**src/hw/rtl/gcb_pkg.sv**
```systemverilog
// shared types, property codes and pair tables for the grapheme cluster break detector
// no dependencies; used by gcb_rules and the top level
package gcb_pkg;

  localparam int unsigned PROP_COUNT = 21;
  localparam int unsigned PROP_W     = 5;
  localparam int unsigned ROW_W      = 1 << PROP_W;

  typedef logic [PROP_W-1:0] prop_t;
  typedef logic [ROW_W-1:0]  row_t;

  localparam prop_t P_OTHER        = 5'd0;
  localparam prop_t P_CONTROL      = 5'd1;
  localparam prop_t P_CR           = 5'd2;
  localparam prop_t P_EXTEND       = 5'd3;
  localparam prop_t P_EXT_PICT     = 5'd4;
  localparam prop_t P_HL           = 5'd5;
  localparam prop_t P_HV           = 5'd6;
  localparam prop_t P_HT           = 5'd7;
  localparam prop_t P_HLV          = 5'd8;
  localparam prop_t P_HLVT         = 5'd9;
  localparam prop_t P_LF           = 5'd10;
  localparam prop_t P_PREPEND      = 5'd11;
  localparam prop_t P_RI           = 5'd12;
  localparam prop_t P_SPACING      = 5'd13;
  localparam prop_t P_ZWJ          = 5'd14;
  localparam prop_t P_ICB_CONS     = 5'd15;
  localparam prop_t P_ICB_EXT      = 5'd16;
  localparam prop_t P_ICB_LINK     = 5'd17;
  localparam prop_t P_EXT_ICB_EXT  = 5'd18;
  localparam prop_t P_EXT_ICB_LINK = 5'd19;
  localparam prop_t P_ZWJ_ICB_EXT  = 5'd20;

  localparam row_t ALL_SET = 32'hFFFF_FFFF;

  localparam row_t EXT_SET = (row_t'(1) << P_EXTEND) | (row_t'(1) << P_EXT_ICB_EXT)
                           | (row_t'(1) << P_EXT_ICB_LINK) | (row_t'(1) << P_ZWJ)
                           | (row_t'(1) << P_ZWJ_ICB_EXT);
  localparam row_t GB9_SET = EXT_SET | (row_t'(1) << P_SPACING);

  typedef enum logic [1:0] {
    LVL_NONE   = 2'd0,
    LVL_CONS   = 2'd1,
    LVL_EXT    = 2'd2,
    LVL_LINKED = 2'd3
  } conj_level_e;

  typedef struct packed {
    prop_t       prop;
    logic        valid;
    logic        zwj_flag;
    logic        ri_flag;
    conj_level_e level;
  } gcb_state_t;

  // right-hand properties that never break after left property a (GB3, GB6-GB9b)
  function automatic row_t keep_row(prop_t a);
    row_t r;
    r = '0;
    case (a)
      P_CR:      r = row_t'(1) << P_LF;
      P_HL:      r = GB9_SET | (row_t'(1) << P_HL) | (row_t'(1) << P_HV)
                   | (row_t'(1) << P_HLV) | (row_t'(1) << P_HLVT);
      P_HV,
      P_HLV:     r = GB9_SET | (row_t'(1) << P_HV) | (row_t'(1) << P_HT);
      P_HT,
      P_HLVT:    r = GB9_SET | (row_t'(1) << P_HT);
      P_PREPEND: r = GB9_SET | (ALL_SET & ~((row_t'(1) << P_CR) | (row_t'(1) << P_LF)
                                           | (row_t'(1) << P_CONTROL)));
      P_OTHER, P_EXTEND, P_EXT_PICT, P_RI, P_SPACING, P_ZWJ, P_ICB_CONS, P_ICB_EXT,
      P_ICB_LINK, P_EXT_ICB_EXT, P_EXT_ICB_LINK, P_ZWJ_ICB_EXT:
                 r = GB9_SET;
      default:   r = '0;
    endcase
    return r;
  endfunction

endpackage

```
**src/hw/rtl/gcb_rules.sv**
```systemverilog
// break rule evaluation and context update for one code point
// depends on gcb_pkg
module gcb_rules (
  input  gcb_pkg::gcb_state_t state_i,
  input  gcb_pkg::prop_t      prop_i,
  input  logic                restart_i,
  output gcb_pkg::gcb_state_t state_o,
  output logic                break_o
);

  gcb_pkg::prop_t         a;
  gcb_pkg::prop_t         b;
  gcb_pkg::row_t          rbit;
  gcb_pkg::row_t          row;
  logic                   b_ext;
  logic                   a_zwj;
  logic                   a_icb_ext;
  logic                   a_icb_link;
  logic                   zf;
  logic                   rf;
  logic                   keep;
  gcb_pkg::conj_level_e   lvl;

  always_comb begin
    // codes beyond the property list behave as other
    b = ({1'b0, prop_i} < 6'(gcb_pkg::PROP_COUNT)) ? prop_i : gcb_pkg::P_OTHER;
    a = state_i.prop;
    rbit = gcb_pkg::row_t'(1) << b;
    row  = gcb_pkg::keep_row(a);
    b_ext = (rbit & gcb_pkg::EXT_SET) != '0;
    a_zwj = (a == gcb_pkg::P_ZWJ) || (a == gcb_pkg::P_ZWJ_ICB_EXT);
    a_icb_ext = (a == gcb_pkg::P_ICB_EXT) || (a == gcb_pkg::P_ZWJ_ICB_EXT)
             || (a == gcb_pkg::P_EXT_ICB_EXT);
    a_icb_link = (a == gcb_pkg::P_ICB_LINK) || (a == gcb_pkg::P_EXT_ICB_LINK);

    // emoji zwj context
    if (!state_i.zwj_flag) begin
      zf = (a == gcb_pkg::P_EXT_PICT) && b_ext;
    end else if (a_zwj) begin
      zf = (b == gcb_pkg::P_EXT_PICT);
    end else if ((a == gcb_pkg::P_EXTEND) || (a == gcb_pkg::P_EXT_ICB_EXT)
              || (a == gcb_pkg::P_EXT_ICB_LINK) || (a == gcb_pkg::P_EXT_PICT)) begin
      zf = b_ext;
    end else begin
      zf = 1'b0;
    end

    rf = !state_i.ri_flag && (a == gcb_pkg::P_RI) && (b == gcb_pkg::P_RI);

    // conjunct level follows the left property
    if (a == gcb_pkg::P_ICB_CONS) begin
      lvl = gcb_pkg::LVL_CONS;
    end else if (a_icb_ext) begin
      case (state_i.level)
        gcb_pkg::LVL_NONE:   lvl = gcb_pkg::LVL_NONE;
        gcb_pkg::LVL_LINKED: lvl = gcb_pkg::LVL_LINKED;
        default:             lvl = gcb_pkg::LVL_EXT;
      endcase
    end else if (a_icb_link) begin
      lvl = (state_i.level == gcb_pkg::LVL_NONE) ? gcb_pkg::LVL_NONE : gcb_pkg::LVL_LINKED;
    end else begin
      lvl = gcb_pkg::LVL_NONE;
    end

    keep = row[b]
        || ((lvl == gcb_pkg::LVL_LINKED) && (b == gcb_pkg::P_ICB_CONS))
        || (zf && a_zwj && (b == gcb_pkg::P_EXT_PICT))
        || rf;

    state_o.prop  = b;
    state_o.valid = 1'b1;
    if (!state_i.valid || restart_i) begin
      state_o.zwj_flag = 1'b0;
      state_o.ri_flag  = 1'b0;
      state_o.level    = gcb_pkg::LVL_NONE;
      break_o          = 1'b1;
    end else begin
      state_o.zwj_flag = zf && keep;
      state_o.ri_flag  = rf && keep;
      state_o.level    = lvl;
      break_o          = !keep;
    end
  end

endmodule

```
**src/hw/rtl/grapheme_cluster_break_detector_unit.sv**
```systemverilog
// top level of the grapheme cluster break detector: input stage, rule logic, result register
// depends on gcb_pkg and gcb_rules
//
// Usage:
//   Input channel: in_valid_i / in_ready_o carry one code point per transaction as
//   next_prop_i (dense break property code) and restart_i (1 starts a new text).
//   Output channel: out_valid_o / out_ready_i carry break_before_o, one result for
//   each input transaction, in order.
//   A code point passes through the input register, then the result register, before
//   its result is presented.
//   Throughput is one code point per cycle unless the receiver stalls; the rule logic
//   and the context update sit in a single combinational stage between the two registers.
//   The first code point after reset, or one with restart_i set, always reports a
//   boundary and clears the emoji, regional indicator and conjunct context.
//   Reset empties both stages and clears the context; no clearing pass is needed.
//   When the receiver stalls, the result register holds its value and the input
//   register keeps one more transaction, after which in_ready_o drops until the
//   output is taken.
module grapheme_cluster_break_detector_unit (
  input  logic                  clk_i,
  input  logic                  rst_ni,
  input  logic                  in_valid_i,
  output logic                  in_ready_o,
  input  logic [4:0]            next_prop_i,
  input  logic                  restart_i,
  output logic                  out_valid_o,
  input  logic                  out_ready_i,
  output logic                  break_before_o
);

  logic                s1_valid_q;
  gcb_pkg::prop_t      s1_prop_q;
  logic                s1_restart_q;
  logic                out_valid_q;
  logic                out_break_q;
  gcb_pkg::gcb_state_t state_q;
  gcb_pkg::gcb_state_t state_d;
  logic                break_d;
  logic                advance;
  logic                in_accept;

  assign advance    = s1_valid_q && (!out_valid_q || out_ready_i);
  assign in_ready_o = !s1_valid_q || advance;
  assign in_accept  = in_valid_i && in_ready_o;

  gcb_rules u_rules (
    .state_i   (state_q),
    .prop_i    (s1_prop_q),
    .restart_i (s1_restart_q),
    .state_o   (state_d),
    .break_o   (break_d)
  );

  always_ff @(posedge clk_i or negedge rst_ni) begin
    if (!rst_ni) begin
      s1_valid_q  <= 1'b0;
      out_valid_q <= 1'b0;
      state_q     <= '0;
    end else begin
      if (in_accept) begin
        s1_valid_q <= 1'b1;
      end else if (advance) begin
        s1_valid_q <= 1'b0;
      end
      if (advance) begin
        out_valid_q <= 1'b1;
        state_q     <= state_d;
      end else if (out_ready_i) begin
        out_valid_q <= 1'b0;
      end
    end
  end

  always_ff @(posedge clk_i) begin
    if (in_accept) begin
      s1_prop_q    <= next_prop_i;
      s1_restart_q <= restart_i;
    end
    if (advance) begin
      out_break_q <= break_d;
    end
  end

  assign out_valid_o    = out_valid_q;
  assign break_before_o = out_break_q;

endmodule

```
**config.mk**
```make
export PLATFORM = sky130hd
export DESIGN_NAME = grapheme_cluster_break_detector_unit
export DESIGN_NICKNAME = d
export VERILOG_FILES = /design/src/hw/rtl/gcb_pkg.sv /design/src/hw/rtl/gcb_rules.sv /design/src/hw/rtl/grapheme_cluster_break_detector_unit.sv
export SDC_FILE = /design/constraint.sdc
export NUM_CORES = 1
export LEC_CHECK = 0
export BUFFER_PORTS_ARGS = -buffer_cell sky130_fd_sc_hd__buf_2
export CORE_MARGIN = 2
export CORE_UTILIZATION = 58
export DETAILED_ROUTE_END_ITERATION = 10
export HOLD_SLACK_MARGIN = 0.1
export PLACE_DENSITY = 0.86
export SLEW_MARGIN = 30
export SYNTH_ARGS = -nofsm -noshare
export SYNTH_HDL_FRONTEND = slang
export SYNTH_SLANG_ARGS = --single-unit
```
**constraint.sdc**
```tcl
create_clock -name clk_i -period 2.7 [get_ports clk_i]
set_input_delay 0.135 -clock clk_i [delete_from_list [all_inputs] [get_ports clk_i]]
set_output_delay 0.135 -clock clk_i [all_outputs]
set_load 0.03 [all_outputs]
```
## Yosys cells after proc, flatten, opt, wreduce, memory -nomap -nowiden

Memories as Yosys holds them, arrays and structs flattened.
Cells that the tools add are included.

| cells by class | value |
|---|---|
| shift operators | 1 |
| magnitude comparators | 2 |
| muxes and demuxes | 16 |
| eq/ne operators | 15 |
| reduce and logical (&&, ||, !) cells | 32 |

Operators with widths:

| cell | number |
|---|---|
| $reduce_bool 32->1 | 1 |
| $eq 5x4->1 const B | 5 |
| $eq 5x5->1 const B | 5 |
| $shl 1x5->21 const A | 1 |
| $logic_or 1x1->1 | 13 |
| $eq 5x3->1 const B | 2 |
| $logic_and 1x1->1 | 10 |
| $mux 1 | 8 |
| $mux 2 | 4 |
| $lt 5x6->1 const B | 1 |
| $bmux 1 s5 | 1 |
| $eq 5x2->1 const B | 1 |
| $logic_not 1->1 | 5 |
| $lt 5x5->1 const B | 1 |
| $mux 5 | 1 |
| $eq 2x2->1 const B | 2 |
| $mux 4 | 1 |
| $pmux 2 s2 | 1 |
| $reduce_bool 2->1 | 2 |
| $logic_not 2->1 | 1 |

| storage, ports and cells | value |
|---|---|
| ROM bits | 960 |
| register bits after elaboration | 19 |
| memories kept | 1 |
| logic and storage cells | 77 |

Memories:

| memory | words | width | read ports | clocked after memory_dff | wr ports | line | RTL |
|---|---|---|---|---|---|---|---|
| (name not given) | 32 | 30 | 1 | 0 | 0 | gcb_pkg.sv:60 | `case (a)` |

## Longest topological paths before layout

Gate-level depths: netlist (run 1).

| logic depth | value |
|---|---|
| word-level depth | 13 |
| depth in mapped cells | 10 |

## Cells and area by module

Synthesis (run 1) repeated with hierarchy kept, for this count alone.

| second synthesis, totals | value |
|---|---|
| cells, all modules | 141 |
| area, all modules | 1445.1 µm² |

By module, submodules not included:

| module | times used | area an instance (µm²) | cells an instance | sequential area each (µm²) |
|---|---|---|---|---|
| gcb_rules | 1 | 725.7 | 104 | 0.0 |
| grapheme_cluster_break_detector_unit | 1 | 719.4 | 37 | 510.5 |

## Worst setup path after synthesis (run 1)

OpenSTA, ideal clock, no wires.

| path | value |
|---|---|
| path kind | reg2reg |
| start | register state_q[6] (netlist name) |
| end | register out_break_q, in the netlist break_before_o, data pin |
| stages on the path, launching flop included | 8 |
| arrival | 1.719 ns |
| required time | 2.425 ns |
| slack | 0.706 ns |
| period minus slack after synthesis | 1.994 ns |
| path through | dfrtp_1 > inv_1 > ha_1 > nor4b_1 > a31oi_1 > a41oi_1 > a2111oi_2 > o31ai_2 |

| on the way | value |
|---|---|
| longest elaborated chain between the ends | 12 |
| elaborated cells on any way between the ends | 37 |
| those cells by class | 11 x eq/ne; 8 x mux; 17 x reduce/logical; 1 x memory |

Ends and longest elaborated chain:

| what | line | RTL |
|---|---|---|
| start: declaration | grapheme_cluster_break_detector_unit.sv:36 | `gcb_pkg::gcb_state_t state_q;` |
| start signal: assignment | grapheme_cluster_break_detector_unit.sv:67 | `state_q <= state_d;` |
| branches (longest 10 deep; another with $mem_v2 32x30) | -- |  |
| $logic_or 1x1->1 * | gcb_rules.sv:68 | `\|\| rf;` |
| $logic_not 1->1 * | gcb_rules.sv:81 | `break_o = !keep;` |
| end signal: assignment | grapheme_cluster_break_detector_unit.sv:80 | `out_break_q <= break_d;` |
| end: declaration | grapheme_cluster_break_detector_unit.sv:35 | `logic out_break_q;` |

Mark *: on every way between the ends. The select of a mux whose other input is x is not followed.
A chain may end at the register's enable or synchronous reset.

## Worst setup path in the final report (run 1)

| path | value |
|---|---|
| start | register state_q[6] (netlist name) |
| end | register state_q[3] (netlist name) |

| on the way | value |
|---|---|
| longest elaborated chain between the ends | 13 |
| elaborated cells on any way between the ends | 38 |
| those cells by class | 11 x eq/ne; 9 x mux; 17 x reduce/logical; 1 x memory |

Ends and longest elaborated chain:

| what | line | RTL |
|---|---|---|
| branches (longest 11 deep; another with $mem_v2 32x30) | -- |  |
| $logic_and 1x1->1 * | gcb_rules.sv:78 | `state_o.zwj_flag = zf && keep;` |
| $mux 4 * | gcb_rules.sv:72 | `if (!state_i.valid \|\| restart_i) begin` |

Marks and branches as above.

==> results.py, run 1 <==
metrics = {
    "global_routing": {
        "groute.usage.overall_pct": 26.92,
        "number_of_global_route_vias_before_repair": 1139,
        "overflow": 0,
        "grt_antenna_before_repair": 0,
        "grt_max_degree": 15,
        "grt_pass1_wl_mm": 5.250,
    },
    "sta": {
        "rsz0062_at_grt": "false",
        "worst_slew_margin_rel_pct": 69.36,
        "min_period_over_period_pct": 86.46,
        "worst_setup_skew_after_layout_ns": 0.0009941,
        "final_layout_setup_total_negative_slack_ns": 0,
        "fmaxAchievable_ghz": 0.4284,
        "timing.final.hold_violations": 0,
        "tightestPinTransition_ns": 0.4595,
        "final.min_clock_period_ns": 2.334,
        "slew_violations": 0,
        "setup_viol_count_final": 0,
    },
    "power": {
        "total_switching_power_mw": 0.2468,
        "power_report.internal_total_mw": 0.4537,
        "power.clock.fraction_pct": 20.5,
        "power_frac_seq_pct": 52.3,
        "pwr-share-comb_pct": 27.2,
        "power.share.switching_pct": 35.24,
        "static-leakage-power_nw": 0.5748,
        "cellPowerDensity_mw_per_mm2": 474.5,
        "ir_worst_vdd_v": 0.0003727,
    },
    "routing": {
        "drc": 0,
        "total_routed_wirelength_mm": 3.197,
        "post_drt_wl_per_cell_um": 17.10,
        "drt_first_pass_iters": 4,
        "drt-vias-per-instance": 6.529,
        "detailed_route_via_count": 1221,
        "detail-route-antenna-nets": 0,
        "drt_iter0_markers": 70,
    },
    "finish": {
        "final_cell_mix": "sky130_fd_sc_hd__nand2_1 (14), sky130_fd_sc_hd__buf_2 (12), sky130_fd_sc_hd__dfrtp_1 (12)",
        "stdcell_count": 187,
        "layout_cell_share_with_drive_strength_beyond_1_pct": 18.24,
        "growth_of_design_area_from_synthesis_to_finish_pct": 11.64,
        "fill_cells": 181,
        "mostFrequentLayoutCell": "sky130_fd_sc_hd__nand2_1",
        "num_antenna_cells": 0,
        "finalNetCount": 174,
    },
    "setup_path": {
        "timing.setup.critical_path_class": "reg2reg",
        "path_depth": 8,
        "cp.arrival_ns": 2.55,
        "crit_chain": "inv_1, ha_1, nor4b_1, a31oi_1, a41oi_1, a2111oi_2, o31ai_2, o31ai_2",
        "critical_path_slowest_stage_cell": "sky130_fd_sc_hd__dfrtp_1",
        "worst_path_buffer_plus_inverter_count": 1,
        "worst_path_dominant_cell_family": "compound AO/OA/AOI/OAI gates",
        "critPathMaxFanout": 5,
        "critical-path-max-stage-delay_ns": 0.44,
        "cp-start-kind": "flip-flop",
        "r2r_cells": 8,
        "most_used_cell_along_the_critical_path": "sky130_fd_sc_hd__o31ai_2",
        "worstSetupEndpointType": "flip-flop",
        "critPathRequiredTime_ns": 2.92,
    },
    "logic_synthesis": {
        "syn_nets": 158,
        "synthTopCellsByArea": "sky130_fd_sc_hd__dfrtp_1 (23%), sky130_fd_sc_hd__edfxtp_1 (16%), sky130_fd_sc_hd__nand2_1 (4.0%)",
        "postSynthAreaPerCell_sq_um": 9.184,
        "synthCells": 144,
        "ys_types": 51,
        "synth-async-reset-ratio_pct": 63.16,
        "netlist.area_leader.share_pct": 22.71,
        "synth_top_area_cell": "sky130_fd_sc_hd__dfrtp_1",
        "predominant_post_synthesis_flop_cell": "sky130_fd_sc_hd__dfrtp_1",
        "ys.warnings.count": 0,
        "ys_ff_latch": 19,
        "netlist_area_sq_mm": 0.001323,
        "synth_edf_count": 7,
        "synth.yosys.seq_area_share_pct": 38.60,
    },
    "status": {
        "run_status": "finished clean",
    },
    "clocking": {
        "cts-htree-levels": 1,
        "cts_root_buffer": "sky130_fd_sc_hd__clkbuf_4",
        "tritoncts.num_buffers": 3,
        "worst_setup_hold_path_clk_slew_ns": 0.10,
        "clock_insertion_delay_worst_skew_ns": 0.30,
        "max-clock-path-buffers": 2,
        "cts.repair_timing.setup_buffer_count": 0,
        "cts.sinks": 19,
        "tritoncts": "done",
    },
    "floorplanning": {
        "initial_utilization_pct": 60.37,
        "rows": 17,
        "die_w_um": 51.75,
        "dieHeight_um": 51.75,
        "floorplan.die_area_sq_mm": 0.002678,
        "area_of_the_core_sq_mm": 0.002191,
        "num_io_pins": 13,
    },
    "placed_design": {
        "io_buffers": 12,
        "dpl.hpwl_mm": 2.254,
        "place_congestion": 0.9350,
        "place.detailed.instances": 175,
    },
    "run": {
        "timing.max_cap.violations": 0,
    },
    "hold_path": {
        "timing.hold.worst.class": "in2reg",
        "worstHoldPathCells": 3,
    },
}
## worst register-to-register path, cell delays in order, from the launching register on
cell                        delay [ns]
sky130_fd_sc_hd__dfrtp_1          0.44
sky130_fd_sc_hd__inv_1            0.09
sky130_fd_sc_hd__ha_1             0.33
sky130_fd_sc_hd__nor4b_1          0.16
sky130_fd_sc_hd__a31oi_1          0.31
sky130_fd_sc_hd__a41oi_1          0.21
sky130_fd_sc_hd__a2111oi_2        0.40
sky130_fd_sc_hd__o31ai_2          0.15
sky130_fd_sc_hd__o31ai_2          0.18
## metrics by stage
step                      utilization, %  setup WS (ns)  power, mW  instance area, sq um  hold slack, ns
after global routing               67.39         0.1961     0.7379                  1476          0.1293
after CTS                          67.39         0.3831     0.6957                  1476          0.1219
final                              67.39         0.3655     0.7005                  1476          0.1234
after floorplan                        -         0.7060     0.5021                  1323         -0.1606
after detailed placement           62.48         0.4191     0.5474                  1369         0.03366
after global placement             62.48         0.4901     0.5409                  1369         0.02858
## cell families (layout without fill, tap and decap cells)
| group | Yosys count | in the layout | share of synthesized area [%] |
|---|---|---|---|
| and+or+nand+nor | 57 | 57 | 24.88 |
| AOI/OAI and AO/OA | 46 | 46 | 25.64 |
| DFF | 19 | 19 | 38.60 |
| buffers and inverters | 16 | 31 | 5.676 |
| adders and majority gates | 4 | 4 | 3.784 |
| xor gates and xnor gates | 1 | 1 | 0.6624 |
| muxes | 1 | 1 | 0.7569 |
## cells in the mapped netlist (2+ instances only)
| cell type | count |
|---|---|
| sky130_fd_sc_hd__inv_2 | 2 |
| sky130_fd_sc_hd__nand3_1 | 4 |
| sky130_fd_sc_hd__nand4_1 | 3 |
| sky130_fd_sc_hd__nand3b_1 | 2 |
| sky130_fd_sc_hd__a311o_1 | 2 |
| sky130_fd_sc_hd__o31ai_2 | 2 |
| sky130_fd_sc_hd__ha_1 | 4 |
| sky130_fd_sc_hd__a41oi_1 | 2 |
| sky130_fd_sc_hd__nand2b_1 | 7 |
| sky130_fd_sc_hd__nor3_1 | 4 |
| sky130_fd_sc_hd__a211oi_1 | 2 |
| sky130_fd_sc_hd__inv_1 | 5 |
| sky130_fd_sc_hd__o21ai_1 | 3 |
| sky130_fd_sc_hd__dfrtp_1 | 12 |
| sky130_fd_sc_hd__buf_4 | 2 |
| sky130_fd_sc_hd__o21ai_0 | 9 |
| sky130_fd_sc_hd__buf_2 | 6 |
| sky130_fd_sc_hd__nor4b_1 | 2 |
| sky130_fd_sc_hd__nor2_1 | 7 |
| sky130_fd_sc_hd__nor2b_1 | 3 |
| sky130_fd_sc_hd__nand2_1 | 14 |
| sky130_fd_sc_hd__o211ai_1 | 4 |
| sky130_fd_sc_hd__edfxtp_1 | 7 |
| sky130_fd_sc_hd__a21oi_1 | 9 |
## final cells by class
class	instances	area (sq um)	area share [%]
clock inverters	1	5.005	0.3390
inverters	7	26.28	1.780
flip-flops and latches	19	510.5	34.58
repair buffers	20	140.1	9.491
clock buffers	3	22.52	1.525
well taps	28	35.03	2.373
multi-input cells	109	737.0	49.92
## sequential cells by signal, summed over array words and instances, names as in the netlist
signal          count
break_before_o      1
state_q            10
s1_prop_q           5
s1_restart_q        1
s1_valid_q          1
out_valid_o         1
## power by group through the flow
stage	clock [mW]	sequential, mW	combinational (mW)
after global placement	0	0.368	0.172
after CTS	0.144	0.365	0.187
after floorplan	0	0.345	0.157
after detailed placement	0	0.370	0.177
final	0.144	0.367	0.190
after global routing	0.159	0.371	0.208
## per-layer routing
metal	vias to the layer above	routed length, um	GRT usage, %	share of wire [%]
met4	0	45	10.53	1.4
met1	583	1331	37.55	42
met5	-	0	0	0
li1	568	-	-	-
met2	61	1560	42.31	49
met3	9	260	4.023	8.1
## repair_timing
action / in CTS / in global routing
setup endpoints to repair: 0 / 0
gates resized for setup: 0 / 0
hold buffers: 8 / 0
hold endpoints to repair: 19 / 0
## worst paths after layout
path	from	endpoint	slack, ns
max	state_q[6]	state_q[3]	0.37
min	out_ready_i	out_valid_o	0.12
max reg2reg	state_q[6]	state_q[3]	0.37
min reg2reg	state_q[4]	state_q[4]	0.48
max in group asynchronous	rst_ni	state_q[3]	2.25
min in group asynchronous	rst_ni	state_q[6]	0.23
(Power assumes the default switching activity.)
==> run 2: changes to the inputs <==
- CORE_UTILIZATION: 58 -> 55
- PLACE_DENSITY: 0.86 -> 0.83
==> results.py, run 2 (synthesis results as in run 1) <==
metrics = {
    "power": {
        "ir_worst_vdd_v": 0.0004683,
        "pwr-share-comb_pct": 27.6,
        "power.share.switching_pct": 35.73,
        "total_power_mw": 0.7076,
        "power_report.internal_total_mw": 0.4548,
        "power_frac_seq_pct": 51.4,
        "static-leakage-power_nw": 0.5796,
        "cellPowerDensity_mw_per_mm2": 476.9,
        "total_switching_power_mw": 0.2528,
        "power.clock.fraction_pct": 20.9,
    },
    "global_routing": {
        "grt_pass1_wl_mm": 5.430,
        "grt_max_degree": 15,
        "grt_antenna_before_repair": 0,
        "overflow": 0,
        "number_of_global_route_vias_before_repair": 1154,
        "groute.usage.overall_pct": 27.20,
    },
    "clocking": {
        "max-clock-path-buffers": 2,
        "cts_hold_repair.buffers": 8,
        "cts_root_buffer": "sky130_fd_sc_hd__clkbuf_4",
        "tritoncts.num_buffers": 3,
        "cts-resized-gates": 0,
        "clock_insertion_delay_worst_skew_ns": 0.30,
        "worst_setup_hold_path_clk_slew_ns": 0.11,
        "cts-htree-levels": 1,
        "cts.sinks": 19,
        "tritoncts": "done",
        "cts.repair_timing.setup_buffer_count": 0,
    },
    "setup_path": {
        "worstSetupEndpointType": "flip-flop",
        "critPathRequiredTime_ns": 2.89,
        "r2r_cells": 9,
        "rr_endpoint": "state_q[3]",
        "critPathMaxFanout": 5,
        "cp.arrival_ns": 2.51,
        "timing.setup.critical_path_class": "reg2reg",
        "reg2reg_setup_slack_ns": 0.38,
        "critical_path.reg2reg.startpoint": "state_q[6]",
        "cp-start-kind": "flip-flop",
    },
    "finish": {
        "layout_cell_share_with_drive_strength_beyond_1_pct": 18.75,
        "flip_flop_count_of_the_largest_register_all_copies_and_words_added": 10,
        "mostFrequentLayoutCell": "sky130_fd_sc_hd__nand2_1",
        "num_antenna_cells": 0,
        "growth_of_design_area_from_synthesis_to_finish_pct": 12.20,
        "registers.top_by_ff_count": "state_q",
        "top_regs": "state_q: 10 flops, s1_prop_q: 5 flops",
        "finalNetCount": 175,
        "fin_util_pct": 66.44,
        "final_cell_mix": "sky130_fd_sc_hd__nand2_1 (14), sky130_fd_sc_hd__buf_2 (12), sky130_fd_sc_hd__dfrtp_1 (12)",
    },
    "hold_path": {
        "timing.hold.worst.class": "in2reg",
        "min-delay-start": "out_ready_i",
        "worstHoldPathCells": 3,
        "worst_hold_endpoint": "out_valid_o",
    },
    "floorplanning": {
        "floorplan.die_area_sq_mm": 0.002813,
        "die_w_um": 53.04,
        "initial_utilization_pct": 59.22,
        "num_io_pins": 13,
        "area_of_the_core_sq_mm": 0.002233,
        "rows": 17,
        "dieHeight_um": 53.04,
    },
    "run": {
        "timing.max_cap.violations": 0,
    },
    "placed_design": {
        "place_congestion": 0.9792,
        "dpl.hpwl_mm": 2.306,
        "io_buffers": 12,
    },
    "sta": {
        "rsz0062_at_grt": "false",
        "worst_slew_margin_rel_pct": 68.42,
        "min_period_over_period_pct": 85.97,
        "timing.final.hold_violations": 0,
        "final_layout_setup_total_negative_slack_ns": 0,
        "tightestPinTransition_ns": 0.4738,
        "setup_viol_count_final": 0,
        "slew_violations": 0,
        "final.min_clock_period_ns": 2.321,
        "worst_setup_skew_after_layout_ns": 0.005982,
        "fmaxAchievable_ghz": 0.4308,
    },
    "routing": {
        "wl_met2_mm": 1.545,
        "drt-vias-per-instance": 6.521,
        "highest_metal_layer_with_signal_wires": "met4",
        "drt_iter0_markers": 97,
        "drt_first_pass_iters": 4,
        "dr_wl_met3_um": 328,
        "detailed_route_via_count": 1226,
        "detail-route-antenna-nets": 0,
        "post_drt_wl_per_cell_um": 17.62,
        "m1_wl_mm": 1.398,
        "total_routed_wirelength_mm": 3.313,
        "drc": 0,
    },
    "status": {
        "run_status": "finished clean",
    },
}
run 2: cell count changes in the layout (fill, tap and decap cells not counted):
cell	previous run	this run
sky130_fd_sc_hd__buf_4	0	1
run 2: critical path: stages, from the launching register on:
cell and delay (ns):
sky130_fd_sc_hd__dfrtp_1 0.43, sky130_fd_sc_hd__inv_1 0.08, sky130_fd_sc_hd__ha_1 0.32, sky130_fd_sc_hd__nor4b_1 0.28, sky130_fd_sc_hd__a31oi_1 0.13, sky130_fd_sc_hd__nand3_1 0.12
sky130_fd_sc_hd__o211ai_1 0.10, sky130_fd_sc_hd__a311o_1 0.40, sky130_fd_sc_hd__o31ai_2 0.25, sky130_fd_sc_hd__o31ai_2 0.08
run 2: metal layers:
metal	up-vias	global-route usage, %
met4	0	6.838
li1	567	-
met3	6	4.520
met2	79	44.38
met1	574	37.59
met5	-	0
run 2: worst max path at each step:
stage               startpoint              to  slack [ns]  depth (start not counted)
finish              state_q[6]      state_q[3]        0.38                          9
global route        state_q[6]      state_q[3]        0.15                          9
CTS                 state_q[6]      state_q[3]        0.39                          8
detailed placement  state_q[6]      state_q[3]        0.42                          8
global placement    state_q[6]  break_before_o        0.46                          7
floorplan           state_q[6]  break_before_o        0.71                          7
run 2: power by group through the flow:
| stage | Combinational, mW | Sequential, mW | Clock [mW] |
|---|---|---|---|
| finish | 0.196 | 0.364 | 0.148 |
| floorplan | 0.157 | 0.345 | 0 |
| CTS | 0.193 | 0.361 | 0.147 |
| global route | 0.215 | 0.366 | 0.158 |
| detailed placement | 0.181 | 0.367 | 0 |
| global placement | 0.177 | 0.365 | 0 |
run 2: final cells by class:
type                            count  area (sq um)
Multi-Input combinational cell    109         737.0
Tap cell                           28         35.03
Fill cell                         184         749.5
Clock inverter                      1         5.005
Timing Repair Buffer               21         147.6
Inverter                            7         26.28
Sequential cell                    19         510.5
Clock buffer                        3         22.52
run 2: metrics by stage:
| stage | std cells | hold slack, ns | setup WS, ns | area [sq um] |
|---|---|---|---|---|
| final | 188 | 0.1037 | 0.3787 | 1484 |
| after CTS | 188 | 0.1132 | 0.3924 | 1484 |
| after detailed placement | 176 | 0.02695 | 0.4246 | 1376 |
| after global routing | 188 | 0.1430 | 0.1492 | 1484 |
| after global placement | 176 | 0.02349 | 0.4636 | 1376 |
| after floorplan | 144 | -0.1606 | 0.7060 | 1323 |
